<file path="config.mk">
export PLATFORM = sky130hd
export DESIGN_NAME = nps_dist
export DESIGN_NICKNAME = d
export VERILOG_FILES = /design/src/nps_pkg.sv /design/src/nps_dist.sv
export SDC_FILE = /design/constraint.sdc
export NUM_CORES = 1
export LEC_CHECK = 0
export BUFFER_PORTS_ARGS = -buffer_cell sky130_fd_sc_hd__clkbuf_2
export CELL_PAD_IN_SITES_DETAIL_PLACEMENT = 0
export CELL_PAD_IN_SITES_GLOBAL_PLACEMENT = 2
export CORE_MARGIN = 10
export CORE_UTILIZATION = 41
export CTS_CLUSTER_DIAMETER = 40
export DETAILED_ROUTE_END_ITERATION = 10
export PLACE_DENSITY = 0.89
export SLEW_MARGIN = 15
export SYNTH_ARGS = -nofsm -noshare
export SYNTH_HDL_FRONTEND = slang
export SYNTH_SLANG_ARGS = --single-unit
</file>
<file path="constraint.sdc">
create_clock -name clk -period 7.9 [get_ports clk]
set_input_delay 0.79 -clock clk [delete_from_list [all_inputs] [get_ports clk]]
set_output_delay 0.79 -clock clk [all_outputs]
set_load 0.02 [all_outputs]
</file>
<file path="src/nps_pkg.sv">
// ----------------------------------------------------------------------------
// nps_pkg: shared types and codes for the nearest point search block
// Item structs for both channels, operation codes and the control struct
// that the top level hands to the distance unit.
// ----------------------------------------------------------------------------
`default_nettype none

package nps_pkg;

  // Operation codes carried in the request item
  localparam logic [1:0] OP_CLEAR  = 2'd0;
  localparam logic [1:0] OP_APPEND = 2'd1;
  localparam logic [1:0] OP_QUERY  = 2'd2;

  localparam int unsigned COORD_W = 16;
  localparam int unsigned INDEX_W = 8;

  // One stored or query point
  typedef struct packed {
    logic signed [COORD_W-1:0] lat;
    logic signed [COORD_W-1:0] lon;
  } point_t;

  // Request item
  typedef struct packed {
    logic [1:0]                operation;
    logic signed [COORD_W-1:0] point_lat;
    logic signed [COORD_W-1:0] point_lon;
  } req_t;

  // Response item
  typedef struct packed {
    logic [INDEX_W-1:0] best_index;
    logic               found;
  } rsp_t;

  // Control from the scan sequencer to the distance unit
  typedef struct packed {
    logic start;  // new query: forget the running best
    logic valid;  // a stored point arrives from memory this cycle
  } dist_ctl_t;

endpackage

`default_nettype wire

</file>
<file path="src/nps_dist.sv">
// ----------------------------------------------------------------------------
// nps_dist: squared distance pipeline and running minimum
// Stage 1 takes absolute coordinate differences, stage 2 squares them,
// stage 3 sums and keeps the lowest index with the smallest distance.
// ----------------------------------------------------------------------------
`default_nettype none

module nps_dist #(
  parameter int unsigned AW = 8
) (
  input  wire logic               clk,
  input  wire logic               rst,
  input  wire nps_pkg::dist_ctl_t ctl,
  input  wire logic [AW-1:0]      idx,
  input  wire nps_pkg::point_t    pt,
  input  wire nps_pkg::point_t    qry,
  output logic                    busy,
  output logic [AW-1:0]           best_idx
);

  localparam int unsigned CW = nps_pkg::COORD_W;

  logic signed [CW:0] dlat;
  logic signed [CW:0] dlon;
  logic [CW:0]        nlat;
  logic [CW:0]        nlon;

  // Stage registers
  logic              s1_vld;
  logic [AW-1:0]     s1_idx;
  logic [CW-1:0]     s1_alat;
  logic [CW-1:0]     s1_alon;
  logic              s2_vld;
  logic [AW-1:0]     s2_idx;
  logic [2*CW-1:0]   s2_sqlat;
  logic [2*CW-1:0]   s2_sqlon;
  logic [2*CW:0]     dsum;
  logic [2*CW:0]     best_d;
  logic              have_best;

  // Signed differences, one bit wider than a coordinate
  assign dlat = {pt.lat[CW-1], pt.lat} - {qry.lat[CW-1], qry.lat};
  assign dlon = {pt.lon[CW-1], pt.lon} - {qry.lon[CW-1], qry.lon};
  assign nlat = -dlat;
  assign nlon = -dlon;

  assign dsum = {1'b0, s2_sqlat} + {1'b0, s2_sqlon};
  assign busy = s1_vld | s2_vld;

  // Stage 1: magnitudes of the differences (fit in CW bits)
  always_ff @(posedge clk) begin
    s1_idx  <= idx;
    s1_alat <= dlat[CW] ? nlat[CW-1:0] : dlat[CW-1:0];
    s1_alon <= dlon[CW] ? nlon[CW-1:0] : dlon[CW-1:0];
    if (rst) begin
      s1_vld <= 1'b0;
    end else begin
      s1_vld <= ctl.valid;
    end
  end

  // Stage 2: squares
  always_ff @(posedge clk) begin
    s2_idx   <= s1_idx;
    s2_sqlat <= s1_alat * s1_alat;
    s2_sqlon <= s1_alon * s1_alon;
    if (rst) begin
      s2_vld <= 1'b0;
    end else begin
      s2_vld <= s1_vld;
    end
  end

  // Stage 3: running minimum, strict compare keeps the lowest index on a tie
  always_ff @(posedge clk) begin
    if (rst) begin
      have_best <= 1'b0;
      best_idx  <= '0;
    end else if (ctl.start) begin
      have_best <= 1'b0;
      best_idx  <= '0;
    end else if (s2_vld && (!have_best || dsum < best_d)) begin
      have_best <= 1'b1;
      best_idx  <= s2_idx;
    end
  end

  always_ff @(posedge clk) begin
    if (s2_vld && (!have_best || dsum < best_d)) begin
      best_d <= dsum;
    end
  end

endmodule

`default_nettype wire

</file>
* After elaboration in Yosys (flattened, before gate mapping)
Cells that the tools add are included.
** Cells by class
- Bitwise logic cells :: 1
- Multipliers :: 2
- Add/subtract/negate cells :: 5
- Reductions and logical operators :: 4
- Divide/modulo/power cells :: 0
- Muxes and demuxes :: 2
- Shifts and indexed selects :: 0
- $lt $le $gt $ge :: 1
- Equal/unequal tests :: 0
** Operator list (count)
- 16-bit by 16-bit multiplier with 32-bit output :: 2
- 16-bit by 16-bit subtractor with 17-bit output :: 2
- 32-bit by 32-bit adder with 33-bit output :: 1
- 33-bit less-than comparator :: 1
- 16-bit 2-to-1 mux :: 2
- 16-bit negator :: 2
- 2-bit OR reduction :: 1
- 1-bit logical AND :: 1
- 1-bit zero test :: 1
- 1-bit logical OR :: 1
- 1-bit bitwise OR :: 1
** Storage, ports and cells
- Logic and storage cells :: 26
- ROM bits :: 0
- Latch bits :: 0
- Output and inout port bits :: 9
- Memories :: 0
- Memory bits (writable) :: 0
- Bits in registers :: 156

* Depth between registers and ports, before layout
- Depth after elaboration :: 4
- Depth in mapped cells :: 26
- Depth with buffers taken out :: 24

* Least setup slack after synthesis
Ideal clock, no wire load.
- Kind :: register -> register
- From :: reg s1_alon[9]
- To :: reg s2_sqlon[30]
- Slack :: 1.748 ns
- Data required time :: 7.828 ns
- Period minus slack after synthesis :: 6.152 ns
- Setup time :: 0.072 ns
- Data arrival time :: 6.080 ns
- Buffers on the path :: 1
- Cell stages (with the launch flop) :: 25
- Path through :: dfxtp_1 clkbuf_1 nand2_1 inv_1 fa_1 inv_1 fa_1 inv_1 fa_1 inv_1 fa_1 inv_1 fa_1 inv_1 fa_1 inv_1 ha_1 nand4_1 nor2_1 a221oi_1 a211oi_1 o311ai_0 o21ai_0 a31oi_1 xnor2_1
** On the way
- Cells in the longest elaborated chain, start to end :: 1
** Ends and longest elaborated chain
- from (decl) :: RTL line nps_dist.sv:32 : logic [CW-1:0] s1_alon;
- from (signal assigned) :: RTL line nps_dist.sv:54 : s1_alon <= dlon[CW] ? nlon[CW-1:0] : dlon[CW-1:0];
- 16-bit by 16-bit multiplier with 32-bit output :: RTL line nps_dist.sv:66 : s2_sqlon <= s1_alon * s1_alon;
- to (signal assigned) :: RTL line nps_dist.sv:66
- to (decl) :: RTL line nps_dist.sv:36 : logic [2*CW-1:0] s2_sqlon;
Every way passes these cells.
A chain may end at the register's enable or synchronous reset.

* Final worst setup path
- From :: reg s1_alon[2]
- To :: reg s2_sqlon[29]
Same word-level chain as after synthesis.

==> results.py <==
metrics = {
    "outcome": {
        "status": "finished, final reports clean",
    },
    "detailed_routing": {
        "drt_iter0_markers": 707,
        "wire_per_inst_um": 14.30,
        "vias_per_cell": 4.961,
        "ant_nets": 0,
        "routed_wl_mm": 46.11,
        "vias": 15990,
        "drcViolationCount": 0,
        "first_pass_iters": 5,
    },
    "timing": {
        "worst_hold_slack_ns": 0.3273,
        "clock_skew_ns": 0.01053,
        "setup_violations": 0,
        "fmaxAchievable_mhz": 147.9,
        "slew_headroom_pct": 34.00,
        "hold_viol_final": 0,
        "worst_pin_slew_ns": 0.9796,
        "rsz0062_at_grt": "false",
        "min_period_ns": 6.762,
        "fin_crit_sh_pct": 85.59,
        "drv_slew": 0,
        "fin_tns_setup_ns": 0,
    },
    "job": {
        "drv_cap": 0,
    },
    "logic_synthesis": {
        "synth_cell_types": 66,
        "async_flop_share_pct": 0,
        "synth_area_um2": 22330,
        "ys.warnings.count": 0,
        "syn-instance-count": 2451,
        "syn_area_per_cell_um2": 9.110,
        "synth_commonest_cells": "inv_1, fa_1, ha_1",
        "synth-edff-count": 33,
        "synthesis.nets": 3156,
        "yosys.area.top_type": "fa_1",
        "synthFlopType": "dfxtp_1",
        "synth_most_common_cell": "inv_1",
        "yosysTopAreaCellShare_pct": 29.23,
        "yosys-top-cells-area": "fa_1, ha_1, dfxtp_1",
        "ys_seq_elements": 154,
        "ys_seq_area_share_pct": 15.29,
    },
    "setup_path": {
        "startpoint": "s1_alon[2]$_DFF_P_",
        "worst-r2r-setup-slack_ns": 1.14,
        "worst_path_most_repeated_cell": "fa_1",
        "crit_arrival_ns": 7.09,
        "crit_buf_inv": 4,
        "worst_path_max_delay_cell": "dfxtp_1",
        "rr_worst_depth": 22,
        "max_stage_delay_ns": 0.70,
        "setup.worst_path.class": "flip-flop to flip-flop",
        "crit_family": "adder cells",
        "worstReg2RegEnd": "s2_sqlon[29]$_DFF_P_",
        "startpoint_type": "flip-flop",
        "rr_startpoint": "s1_alon[2]$_DFF_P_",
        "cp_max_fo": 16,
        "required_ns": 8.23,
        "crit_path_cell_trace": "inv_1 > nor2_1 > ha_1 > xor2_1 > fa_1 > inv_1 > fa_1 > fa_1 > fa_1 > inv_1 > fa_1 > inv_1 > ha_1 > and3_1 > a221oi_1 > o211ai_1 > o21bai_1 > o31ai_1 > o21ai_0 > a21oi_1 > o21ai_0 > xnor2_1",
        "crit_path_end_kind": "flip-flop",
    },
    "floorplanning": {
        "die_h_um": 253.4,
        "core.rowCount": 85,
        "core_um2": 53920,
        "die_area_um2": 64190,
        "start_util_pct": 41.41,
        "die_w_um": 253.4,
        "num_io_pins": 85,
    },
    "worst_hold_path": {
        "worstHoldPathType": "flip-flop to flip-flop",
        "whs_path_depth": 0,
        "hold_path_startpoint": "s1_idx[5]$_DFF_P_",
        "holdPathEnd": "s2_idx[5]$_DFF_P_",
    },
    "clock_tree": {
        "root_buffer": "clkbuf_16",
        "worstSkewPairLatency_ns": 0.44,
        "cts_tree": "built",
        "clock-sinks": 154,
        "cts_setup_buffers": 0,
        "post_cts_resized": 0,
        "h-tree-depth": 4,
        "holdBufCountCts": 0,
        "cts_buffers": 17,
        "clockBufferDepth": 2,
        "path_clk_slew_ns": 0.06,
    },
    "finish": {
        "multi_input_area_um2": 16500,
        "layout-drive-gt1-share_pct": 5.894,
        "ff_latch_area_um2": 3413,
        "fill_cells": 5242,
        "nets": 3220,
        "syn2layout_area_growth_pct": 7.997,
        "diodes": 0,
    },
    "global_route": {
        "grtUsageTotal_pct": 15.03,
        "grt_max_degree": 34,
        "globalRouteOverflowTotal": 0,
        "first_global_vias": 16880,
        "grt_pass1_wl_mm": 79.78,
        "antenna_found_initial": 0,
    },
    "placement": {
        "gp_routability_congestion": 0.8298,
        "dp_hpwl_mm": 39.29,
        "io_buffers": 84,
    },
}
## worst register-to-register path: stages, from the launching register on
cell and delay (ns):
dfxtp_1 0.70, inv_1 0.23, nor2_1 0.24, ha_1 0.30
xor2_1 0.19, fa_1 0.54, inv_1 0.05, fa_1 0.48
fa_1 0.50, fa_1 0.48, inv_1 0.05, fa_1 0.47
inv_1 0.04, ha_1 0.34, and3_1 0.23, a221oi_1 0.36
o211ai_1 0.12, o21bai_1 0.21, o31ai_1 0.39, o21ai_0 0.21
a21oi_1 0.24, o21ai_0 0.14, xnor2_1 0.14
## metal layers
| metal | track usage [%] | part of all wire [%] | up-vias |
|---|---|---|---|
| li1 | - | - | 7878 |
| met1 | 20.08 | 46 | 7862 |
| met2 | 25.68 | 49 | 222 |
| met3 | 1.784 | 3.6 | 32 |
| met4 | 3.063 | 1.0 | 0 |
| met5 | 0 | 0 | - |
## flip-flops by register name (all words and copies together), names as in the netlist, 8 cells and up
signal    flops
best_d       33
s2_sqlat     31
s2_sqlon     31
s1_alat      16
s1_alon      16
best_idx      8
s1_idx        8
s2_idx        8
## area by class of cell
class | count | share of cell area (%)
clock buffer | 26 | 2.117
timing repair buffer | 95 | 2.086
multi-input combinational | 1652 | 68.41
inverter | 595 | 9.262
tap | 696 | 3.611
sequential | 154 | 14.16
clock inverter | 6 | 0.3580
## logic make-up (layout without fill, tap and decap cells)
logic type	count (synthesis)	count (layout)	share of synthesized area [%]
AO/OA/AOI/OAI	343	343	10.13
XOR/XNOR	140	140	5.492
adder cells (fa/ha/maj)	629	629	46.21
buffers and inverters	645	722	10.84
flip-flops	154	154	15.29
multiplexers	9	9	0.4259
AND/OR/NAND/NOR	531	531	11.61
## layout by cell type (no fill, tap or decap), drive strengths merged, types with 7 or more instances in the layout
cell type and count:
xnor2 101, nand3 24, dfxtp 121, edfxtp 33
and3 10, a21oi 92, nand2 186, o21ai 67
nor4 8, nor2b 23, and2 79, a31o 7
nand4 13, o31a 7, a31oi 15, clkbuf 110
ha 303, a21o 49, or2 13, nand2b 22
o21a 17, xor2 39, buf 11, nor2 96
nand3b 9, fa 326, nor3 29, o21bai 20
inv 595
## per-stage QoR
| stage | setup WS, ns | util [%] | instances | area, um2 |
|---|---|---|---|---|
| after global routing | 0.6755 | 44.72 | 3224 | 24110 |
| final | 1.138 | 44.72 | 3224 | 24110 |
| after detailed placement | 1.151 | 43.61 | 3192 | 23520 |
| after global placement | 1.268 | 43.61 | 3192 | 23520 |
| after floorplan | 1.748 | - | 2451 | 22330 |
| after CTS | 1.118 | 44.72 | 3224 | 24110 |
## worst max-delay path by stage
| stage | endpoint | slack, ns | cells past startpoint |
|---|---|---|---|
| floorplan | s2_sqlon[30]$_DFF_P_ | 1.75 | 24 |
| global placement | s2_sqlon[31]$_DFF_P_ | 1.27 | 22 |
| detailed placement | s2_sqlon[29]$_DFF_P_ | 1.15 | 22 |
| CTS | s2_sqlon[29]$_DFF_P_ | 1.12 | 22 |
| global route | s2_sqlon[29]$_DFF_P_ | 0.68 | 22 |
| finish | s2_sqlon[29]$_DFF_P_ | 1.14 | 22 |
Power is not shown: default switching activity piles up to over one toggle a cycle in this logic, so the estimate is an artifact.
